**config.mk**
```make
export PLATFORM = sky130hd
export DESIGN_NAME = multi_slot_interval_scheduler
export DESIGN_NICKNAME = d
export VERILOG_FILES = /design/src/rtl/msis_pkg.sv /design/src/rtl/multi_slot_interval_scheduler.sv /design/src/rtl/msis_ctrl.sv /design/src/rtl/msis_dp.sv
export SDC_FILE = /design/constraint.sdc
export NUM_CORES = 2
export LEC_CHECK = 0
export BUFFER_PORTS_ARGS = -buffer_cell sky130_fd_sc_hd__buf_2
export CAP_MARGIN = 20
export CORE_MARGIN = 3
export CORE_UTILIZATION = 60
export CTS_CLUSTER_SIZE = 40
export DETAILED_ROUTE_END_ITERATION = 10
export PLACE_DENSITY = 0.77
export SLEW_MARGIN = 30
export SYNTH_ARGS = -nofsm -noshare
export SYNTH_HDL_FRONTEND = slang
export SYNTH_SLANG_ARGS = --single-unit
```
**constraint.sdc**
```tcl
create_clock -name clock -period 9.6 [get_ports clock]
set_input_delay 1.92 -clock clock [delete_from_list [all_inputs] [get_ports clock]]
set_output_delay 1.92 -clock clock [all_outputs]
set_load 0.1 [all_outputs]
```
**src/rtl/msis_pkg.sv**
```systemverilog
// shared constants, codes and control types for the multi-slot interval scheduler
package msis_pkg;

   // table and field sizes
   localparam int NUM_SLOTS   = 16;
   localparam int TIME_W      = 32;
   localparam int SLOT_W      = 4;
   localparam int DELTA_W     = 32;
   localparam int MAX_RESULTS = 16;
   localparam int IDX_W       = (NUM_SLOTS > 1) ? $clog2(NUM_SLOTS) : 1;
   localparam int CNT_W       = $clog2(MAX_RESULTS + 1);
   localparam int REQ_DATA_W  = 72;
   localparam int RSP_DATA_W  = 40;

   localparam logic [IDX_W-1:0] IDX_LAST = IDX_W'(NUM_SLOTS - 1);

   // slot modes
   localparam logic MODE_FRAME    = 1'b0;
   localparam logic MODE_INTERVAL = 1'b1;

   // command codes carried on req_tuser
   typedef enum logic [1:0] {
      CMD_TICK      = 2'd0,
      CMD_SUBSCRIBE = 2'd1,
      CMD_UPDATE    = 2'd2,
      CMD_REMOVE    = 2'd3
   } cmd_type;

   // controller states
   typedef enum logic [1:0] {
      ST_IDLE,
      ST_LOOK,
      ST_EVAL,
      ST_FLUSH
   } state_type;

   // controller to datapath commands
   typedef struct packed {
      logic             accept;
      logic             rd_en;
      logic [IDX_W-1:0] rd_idx;
      logic             eval;
      logic [IDX_W-1:0] eval_idx;
      logic             report;
      logic             flush;
   } ctl_type;

   // datapath to controller status
   typedef struct packed {
      logic fire_rep;
      logic stall;
      logic hold_vld;
      logic out_free;
   } sts_type;

endpackage

```
**src/rtl/multi_slot_interval_scheduler.sv**
```systemverilog
// top level of the multi-slot interval scheduler: controller plus slot datapath
//
//   channel   direction   payload
//   req       in          tuser: cmd; tdata: slot, sub_mode, period, main_thread_only, elapsed
//   rsp       out         tuser: to_main_queue; tdata: fired_slot, delta_time; tlast: last_fire
//
// subscribe, update and remove are accepted in idle; the block is ready again the next cycle.
// a tick passes the accept, a read of the first slot, the walk and a flush; the walk takes
// one slot per cycle through the single read port of the slot table while no stall holds it.
// a stalled result side holds the walk only when a second firing is waiting, and holds
// the flush until the output register is free.
// reset clears the valid bits at once; no clearing pass is needed.
module multi_slot_interval_scheduler (
   input  logic                                clock,
   input  logic                                reset,
   input  logic                                req_tvalid,
   output logic                                req_tready,
   // [69:38] elapsed, [37] main_thread_only, [36:5] period, [4] sub_mode, [3:0] slot
   input  logic [msis_pkg::REQ_DATA_W-1:0]     req_tdata,
   // [1:0] cmd
   input  logic [1:0]                          req_tuser,
   output logic                                rsp_tvalid,
   input  logic                                rsp_tready,
   // [35:4] delta_time, [3:0] fired_slot
   output logic [msis_pkg::RSP_DATA_W-1:0]     rsp_tdata,
   // [0] to_main_queue
   output logic [0:0]                          rsp_tuser,
   output logic                                rsp_tlast
);

   msis_pkg::ctl_type                ctl;
   msis_pkg::sts_type                sts;
   msis_pkg::cmd_type                req_cmd;
   logic [msis_pkg::SLOT_W-1:0]      fired_slot;
   logic [msis_pkg::DELTA_W-1:0]     delta_time;
   logic                             to_main_queue;

   assign req_cmd = msis_pkg::cmd_type'(req_tuser);

   msis_ctrl u_ctrl (
      .clock      (clock),
      .reset      (reset),
      .req_tvalid (req_tvalid),
      .req_cmd    (req_cmd),
      .req_tready (req_tready),
      .sts        (sts),
      .ctl        (ctl)
   );

   msis_dp u_dp (
      .clock                (clock),
      .reset                (reset),
      .ctl                  (ctl),
      .req_cmd              (req_cmd),
      .req_slot             (req_tdata[3:0]),
      .req_sub_mode         (req_tdata[4]),
      .req_period           (req_tdata[36:5]),
      .req_main_thread_only (req_tdata[37]),
      .req_elapsed          (req_tdata[69:38]),
      .rsp_tready           (rsp_tready),
      .rsp_tvalid           (rsp_tvalid),
      .rsp_fired_slot       (fired_slot),
      .rsp_delta_time       (delta_time),
      .rsp_to_main_queue    (to_main_queue),
      .rsp_last_fire        (rsp_tlast),
      .sts                  (sts)
   );

   // pack the result transaction
   assign rsp_tdata = {4'b0000, delta_time, fired_slot};
   assign rsp_tuser = to_main_queue;

endmodule

```
**src/rtl/msis_ctrl.sv**
```systemverilog
// controller: command acceptance and the slot walk sequencer for ticks
module msis_ctrl (
   input  logic                clock,
   input  logic                reset,
   input  logic                req_tvalid,
   input  msis_pkg::cmd_type   req_cmd,
   output logic                req_tready,
   input  msis_pkg::sts_type   sts,
   output msis_pkg::ctl_type   ctl
);

   msis_pkg::state_type              state_ff, state_in;
   logic [msis_pkg::IDX_W-1:0]       idx_ff, idx_in;
   logic [msis_pkg::CNT_W-1:0]       cnt_ff, cnt_in;

   // state, walk index and result count
   always_ff @(posedge clock) begin
      if (reset) begin
         state_ff <= msis_pkg::ST_IDLE;
         idx_ff   <= '0;
         cnt_ff   <= '0;
      end else begin
         state_ff <= state_in;
         idx_ff   <= idx_in;
         cnt_ff   <= cnt_in;
      end
   end

   // next state and commands
   always_comb begin
      state_in     = state_ff;
      idx_in       = idx_ff;
      cnt_in       = cnt_ff;
      req_tready   = 1'b0;
      ctl.accept   = 1'b0;
      ctl.rd_en    = 1'b0;
      ctl.rd_idx   = idx_ff + msis_pkg::IDX_W'(1);
      ctl.eval     = 1'b0;
      ctl.eval_idx = idx_ff;
      ctl.report   = (cnt_ff < msis_pkg::CNT_W'(msis_pkg::MAX_RESULTS));
      ctl.flush    = 1'b0;
      case (state_ff)
         msis_pkg::ST_IDLE: begin
            req_tready = 1'b1;
            if (req_tvalid) begin
               ctl.accept = 1'b1;
               if (req_cmd == msis_pkg::CMD_TICK) begin
                  state_in = msis_pkg::ST_LOOK;
                  cnt_in   = '0;
               end
            end
         end
         // read the first slot
         msis_pkg::ST_LOOK: begin
            ctl.rd_en  = 1'b1;
            ctl.rd_idx = '0;
            idx_in     = '0;
            state_in   = msis_pkg::ST_EVAL;
         end
         // evaluate one slot while the next one is read
         msis_pkg::ST_EVAL: begin
            ctl.eval = 1'b1;
            if (!sts.stall) begin
               if (sts.fire_rep) begin
                  cnt_in = cnt_ff + msis_pkg::CNT_W'(1);
               end
               if (idx_ff == msis_pkg::IDX_LAST) begin
                  state_in = msis_pkg::ST_FLUSH;
               end else begin
                  ctl.rd_en = 1'b1;
                  idx_in    = idx_ff + msis_pkg::IDX_W'(1);
               end
            end
         end
         // release the held result as the last one of the tick
         msis_pkg::ST_FLUSH: begin
            if (!sts.hold_vld) begin
               state_in = msis_pkg::ST_IDLE;
            end else if (sts.out_free) begin
               ctl.flush = 1'b1;
               state_in  = msis_pkg::ST_IDLE;
            end
         end
         default: begin
            state_in = msis_pkg::ST_IDLE;
         end
      endcase
   end

endmodule

```
**src/rtl/msis_dp.sv**
```systemverilog
// datapath: slot table, accumulator arithmetic, held result and output register
module msis_dp (
   input  logic                               clock,
   input  logic                               reset,
   input  msis_pkg::ctl_type                  ctl,
   input  msis_pkg::cmd_type                  req_cmd,
   input  logic [msis_pkg::SLOT_W-1:0]        req_slot,
   input  logic                               req_sub_mode,
   input  logic [31:0]                        req_period,
   input  logic                               req_main_thread_only,
   input  logic [31:0]                        req_elapsed,
   input  logic                               rsp_tready,
   output logic                               rsp_tvalid,
   output logic [msis_pkg::SLOT_W-1:0]        rsp_fired_slot,
   output logic [msis_pkg::DELTA_W-1:0]       rsp_delta_time,
   output logic                               rsp_to_main_queue,
   output logic                               rsp_last_fire,
   output msis_pkg::sts_type                  sts
);

   localparam int TW = msis_pkg::TIME_W;
   localparam int IW = msis_pkg::IDX_W;

   // slot table: valid bits in flops, the rest in memories
   logic [msis_pkg::NUM_SLOTS-1:0] valid_ff, valid_in;
   logic [TW:0]                    mp_mem   [msis_pkg::NUM_SLOTS];
   logic                           main_mem [msis_pkg::NUM_SLOTS];
   logic [TW-1:0]                  acc_mem  [msis_pkg::NUM_SLOTS];

   logic          mode_rd_ff;
   logic [TW-1:0] period_rd_ff;
   logic          main_rd_ff;
   logic [TW-1:0] acc_rd_ff;
   logic [TW-1:0] elapsed_ff;

   logic                            hold_vld_ff, hold_vld_in;
   logic [msis_pkg::SLOT_W-1:0]     hold_slot_ff;
   logic [msis_pkg::DELTA_W-1:0]    hold_delta_ff;
   logic                            hold_main_ff;

   logic                            out_vld_ff, out_vld_in;
   logic [msis_pkg::SLOT_W-1:0]     out_slot_ff;
   logic [msis_pkg::DELTA_W-1:0]    out_delta_ff;
   logic                            out_main_ff;
   logic                            out_last_ff;

   logic [IW-1:0] slot_idx;
   logic          in_range;
   logic          sub_we, upd_we, rem_we;
   logic          acc_we;
   logic [IW-1:0] acc_waddr;
   logic [TW-1:0] acc_wdata;

   logic [TW:0]   sum_ext;
   logic [TW+1:0] diff_ext;
   logic          sat, ge;
   logic [TW-1:0] new_acc;
   logic [TW-1:0] delta;
   logic          fire, fire_rep, stall, out_free, step, push_hold, move_out;

   // decode of table commands
   assign slot_idx = IW'(req_slot);
   assign in_range = (32'(req_slot) < 32'(msis_pkg::NUM_SLOTS));
   assign sub_we   = ctl.accept && (req_cmd == msis_pkg::CMD_SUBSCRIBE) && in_range;
   assign upd_we   = ctl.accept && (req_cmd == msis_pkg::CMD_UPDATE) && in_range
                     && valid_ff[slot_idx];
   assign rem_we   = ctl.accept && (req_cmd == msis_pkg::CMD_REMOVE) && in_range;

   // valid bits
   always_comb begin
      valid_in = valid_ff;
      if (sub_we) begin
         valid_in[slot_idx] = 1'b1;
      end else if (rem_we) begin
         valid_in[slot_idx] = 1'b0;
      end
   end

   always_ff @(posedge clock) begin
      if (reset) begin
         valid_ff <= '0;
      end else begin
         valid_ff <= valid_in;
      end
   end

   // elapsed time of the current tick
   always_ff @(posedge clock) begin
      if (ctl.accept && (req_cmd == msis_pkg::CMD_TICK)) begin
         elapsed_ff <= TW'(req_elapsed);
      end
   end

   // mode and period memory
   always_ff @(posedge clock) begin
      if (sub_we || upd_we) begin
         mp_mem[slot_idx] <= {req_sub_mode, TW'(req_period)};
      end
      if (ctl.rd_en) begin
         {mode_rd_ff, period_rd_ff} <= mp_mem[ctl.rd_idx];
      end
   end

   // main-thread flag memory
   always_ff @(posedge clock) begin
      if (sub_we) begin
         main_mem[slot_idx] <= req_main_thread_only;
      end
      if (ctl.rd_en) begin
         main_rd_ff <= main_mem[ctl.rd_idx];
      end
   end

   // accumulator memory, cleared on subscribe, rewritten during the walk
   assign acc_waddr = ctl.eval ? ctl.eval_idx : slot_idx;
   assign acc_wdata = ctl.eval ? new_acc : '0;

   always_ff @(posedge clock) begin
      if (acc_we) begin
         acc_mem[acc_waddr] <= acc_wdata;
      end
      if (ctl.rd_en) begin
         acc_rd_ff <= acc_mem[ctl.rd_idx];
      end
   end

   // saturating accumulate and period compare
   assign sum_ext  = {1'b0, acc_rd_ff} + {1'b0, elapsed_ff};
   assign diff_ext = {2'b00, acc_rd_ff} + {2'b00, elapsed_ff} - {2'b00, period_rd_ff};
   assign sat      = sum_ext[TW];
   assign ge       = sat || !diff_ext[TW+1];

   always_comb begin
      if (!ge) begin
         new_acc = sum_ext[TW-1:0];
      end else if (sat) begin
         new_acc = '1 - period_rd_ff;
      end else begin
         new_acc = diff_ext[TW-1:0];
      end
   end

   // firing decision for the evaluated slot
   assign fire  = valid_ff[ctl.eval_idx] && ((mode_rd_ff == msis_pkg::MODE_FRAME) || ge);
   assign delta = (mode_rd_ff == msis_pkg::MODE_FRAME) ? elapsed_ff : period_rd_ff;

   assign out_free  = !out_vld_ff || rsp_tready;
   assign fire_rep  = ctl.eval && fire && ctl.report;
   assign stall     = fire_rep && hold_vld_ff && !out_free;
   assign step      = ctl.eval && !stall;
   assign push_hold = step && fire_rep;
   assign move_out  = (push_hold && hold_vld_ff) || ctl.flush;
   assign acc_we    = sub_we || (step && valid_ff[ctl.eval_idx]
                                 && (mode_rd_ff == msis_pkg::MODE_INTERVAL));

   // held result: waits until it is known whether it ends the tick
   assign hold_vld_in = push_hold ? 1'b1 : (ctl.flush ? 1'b0 : hold_vld_ff);

   always_ff @(posedge clock) begin
      if (reset) begin
         hold_vld_ff <= 1'b0;
      end else begin
         hold_vld_ff <= hold_vld_in;
      end
   end

   always_ff @(posedge clock) begin
      if (push_hold) begin
         hold_slot_ff  <= msis_pkg::SLOT_W'(ctl.eval_idx);
         hold_delta_ff <= msis_pkg::DELTA_W'(delta);
         hold_main_ff  <= main_rd_ff;
      end
   end

   // output register
   assign out_vld_in = move_out ? 1'b1 : (rsp_tready ? 1'b0 : out_vld_ff);

   always_ff @(posedge clock) begin
      if (reset) begin
         out_vld_ff <= 1'b0;
      end else begin
         out_vld_ff <= out_vld_in;
      end
   end

   always_ff @(posedge clock) begin
      if (move_out) begin
         out_slot_ff  <= hold_slot_ff;
         out_delta_ff <= hold_delta_ff;
         out_main_ff  <= hold_main_ff;
         out_last_ff  <= ctl.flush;
      end
   end

   assign rsp_tvalid        = out_vld_ff;
   assign rsp_fired_slot    = out_slot_ff;
   assign rsp_delta_time    = out_delta_ff;
   assign rsp_to_main_queue = out_main_ff;
   assign rsp_last_fire     = out_last_ff;

   assign sts.fire_rep = fire_rep;
   assign sts.stall    = stall;
   assign sts.hold_vld = hold_vld_ff;
   assign sts.out_free = out_free;

endmodule

```
==> results.toml <==
[power]
power_frac_clock_pct = 31.9
leakage_power_total_uw = 0.01918
power.internal_uw = 9980
power_frac_seq_pct = 44.7
post-layout-total-power_uw = 14190
comb_power_share_pct = 23.4
netSwitchingFraction_pct = 29.65
cellPowerDensity_mw_per_mm2 = 241.7
p_sw_uw = 4207
vdd_ir_drop_max_v = 0.0002148

[worst_setup_path]
worst_ep_arrival_time_ns = 7.97
crit_path_cell_trace = "ha_1, o21ai_0, o21ai_0, o211ai_1, a211oi_1, o211ai_1, a21bo_2, a21oi_1, xor2_1, ha_1, and2_1, and3_1, and2_1, a221o_1, a21oi_4, buf_4, a211oi_1, o32ai_2, nand2_1, nor2_4, buf_4"
worstSetupStartpointType = "register"
critPathSlowestCell = "a211oi_1"
path_class = "reg -> reg"
critPathCaptureType = "register"
worstPathMaxFanout = 45
cpPeakStageDelay_ns = 0.75
timing.critical_path.depth = 21
reg2regPathDepth = 21
critical_path_required_ns = 9.95
crit_buf_inv = 2
timing.critical_path.max_delay_family = "compound AO/OA/AOI/OAI gates"

[cts]
post_cts_hold_buffer_count = 0
tritoncts = "yes"
cts_num_sinks = 1258
ctsResizeCount = 0
cts_post_setup_buffers_inserted = 0
cts_inserted_buffers = 120
path_clk_slew_ns = 0.06
cts_buffer_depth = 3
clkLatencyLatePin_ns = 0.70
htree_num_levels = 3
clock-root-buffer = "clkbuf_16"

[route]
routed-via-count = 31190
via_per_inst = 6.554
drcViolationCount = 0
drt_iter0_drc = 3758
drt-total-wl_mm = 128.5
post_drt_wl_per_cell_microns = 27.00
drt_pre_antenna_iters = 6
antenna_violating_nets_post_route = 0

[logic_synthesis]
syn_area_sq_mm = 0.05260
ys.warnings.count = 0
synthCells = 3402
synth.lib_cells_used.distinct = 75
yosys.area.top_type_share_pct = 70.16
synth_edf_count = 1229
postSynth.topFlopCell = "edfxtp_1"
postSynthRegisterBits = 1258
synth_seq_area_share_pct = 71.27
synthTopCellsByArea = "edfxtp_1 (70%), mux2i_1 (5.2%), mux4_2 (3.3%), a211oi_1 (3.2%), nand2_1 (2.4%)"
yosys.area.top_type = "edfxtp_1"
async_flop_share_pct = 0
avgSynthCellArea_sq_um = 15.46

[die]
die_area_sq_mm = 0.09126
start_util_pct = 61.10
die_height_microns = 302.1
floorplan.rows = 107
io_pins = 122
die_w_microns = 302.1
core_area_sq_mm = 0.08608

[sta]
layout_setup_ws_ns = 1.978
report.final.hold_viol_count = 0
final-max-slew-violation-count = 0
slew_headroom_pct = 35.95
clock_skew_ns = 0.02247
setup_viol_count_final = 0
period_share_pct = 79.40
fmaxAchievable_ghz = 0.1312
fin_crit_ns = 7.622
whs_ns = 0.4136
setup_tns_ns = 0
unrepaired_setup_endpoints_after_global_routing = "no"
worst-slew-pin-transition_ns = 0.9608

[cells_and_area]
post_route_cells_drive_above_1_share_pct = 15.05
flow.area_growth_from_synthesis_pct = 11.61
final_nets = 3666
final.fill_count = 5441

[worst_hold_path]
hold_critical_path_depth = 0
timing.hold.worst.class = "reg -> reg"

[place]
placement.setup.worst_slack_ns = 2.250
count_of_port_buffers_added_during_placement = 115
finalWeightedCongestion = 0.9199
dpl.hpwl_mm = 73.29

[grt]
number_of_global_route_vias_before_repair = 30990
antenna_found_initial = 12
grt_usage_pct = 28.03
overflow = 0
wire_length_of_the_first_global_routing_pass_mm = 189.5
pin_count_of_the_biggest_net_entering_global_routing = 196

[run_status]
outcome = "completed"

[run]
maxCapViolCount = 0
-- layout make-up --
| class | instances | area [sq um] | area share, % |
|---|---|---|---|
| multi-input cells | 1891 | 14580 | 24.83 |
| clock inverters | 86 | 683.2 | 1.164 |
| diodes | 1 | 2.502 | 0.004263 |
| repair buffers | 189 | 1214 | 2.067 |
| clock buffers | 134 | 3098 | 5.277 |
| well taps | 1144 | 1431 | 2.438 |
| flip-flops and latches | 1258 | 37490 | 63.86 |
| inverters | 56 | 210.2 | 0.3581 |
-- path summary, 6_finish.rpt --
path	from	slack (ns)	endpoint
worst max-delay path	u_dp.elapsed_ff[2]$_DFFE_PP_	1.98	u_dp.acc_mem[14][12]$_DFFE_PP_
worst min-delay path	u_dp.hold_slot_ff[2]$_DFFE_PP_	0.41	u_dp.rsp_fired_slot[2]$_DFFE_PP_
worst max register to register	u_dp.elapsed_ff[2]$_DFFE_PP_	1.98	u_dp.acc_mem[14][12]$_DFFE_PP_
worst min register to register	u_dp.hold_slot_ff[2]$_DFFE_PP_	0.41	u_dp.rsp_fired_slot[2]$_DFFE_PP_
-- Yosys cell counts (6+ instances only) --
cell type / n
o21ai_0: 53
o211ai_1: 6
mux4_2: 78
mux2i_1: 271
a31oi_1: 81
o21bai_1: 6
nor2b_1: 142
a21oi_1: 151
a211oi_1: 226
xnor2_1: 31
a311oi_1: 75
o21a_1: 9
or2_2: 6
edfxtp_1: 1229
nand3_1: 19
buf_2: 16
and2_1: 8
xor2_1: 20
or3_1: 8
nor3_1: 10
mux2_2: 32
dfxtp_1: 29
nand2b_1: 18
a21o_1: 30
ha_1: 70
nand4_1: 7
nand2_1: 338
nor2_1: 122
inv_1: 54
clkbuf_1: 164
buf_1: 15
-- state kept, by name, summed over array words and instances, names as in the netlist, 5 cells and up, named ones only --
register             cells
u_dp.hold_delta_ff      32
u_dp.acc_rd_ff          32
u_ctrl.cnt_ff            5
u_dp.rsp_delta_time     32
u_dp.mp_mem            528
u_dp.main_mem           16
u_dp.period_rd_ff       32
u_dp.elapsed_ff         32
u_dp.acc_mem           512
-- power groups by stage --
stage               clock, uW  combinational (uW)  sequential, uW
floorplan                   0                2300            6390
global placement            0                3110            6450
detailed placement          0                3230            6450
CTS                      4580                3260            6340
global route             4800                3560            6340
finish                   4520                3330            6340
-- metal layers --
| layer | routed length [microns] | vias up | track usage, % |
|---|---|---|---|
| li1 | - | 13520 | - |
| met1 | 50920 | 15720 | 39.44 |
| met2 | 60320 | 1695 | 44.20 |
| met3 | 12630 | 246 | 5.168 |
| met4 | 4555 | 10 | 10.75 |
| met5 | 59 | - | 0 |
-- cell families (layout without fill, tap and decap cells) --
kind of cell	count (synthesis)	after routing	synth area share (%)
buf+inv	256	465	1.896
xor+xnor	51	51	0.8492
fa+ha+maj	72	72	1.741
mux	381	381	9.182
simple gates	700	700	6.151
other cells	1	5	0.007129
flops	1258	1258	71.27
compound gates	683	683	8.908
-- layout by cell type (no fill, tap or decap), types with 74 or more instances in the layout --
cell / instances
clkbuf_16: 122
mux4_2: 78
buf_2: 115
nor2b_1: 142
a311oi_1: 74
mux2i_1: 271
nand2_1: 338
a21oi_1: 146
a31oi_1: 75
a211oi_1: 219
edfxtp_1: 1229
nor2_1: 88
-- stage by stage --
| step | area (sq um) | util (%) | cells |
|---|---|---|---|
| 5_1_grt | 58710 | 68.20 | 4759 |
| 6_report | 58710 | 68.20 | 4759 |
| 2_1_floorplan | 52610 | - | 3405 |
| 4_1_cts | 58610 | 68.09 | 4756 |
| 3_3_place_gp | 54750 | 63.60 | 4536 |
| 3_5_place_dp | 54830 | 63.70 | 4536 |
(Power assumes the default switching activity.)
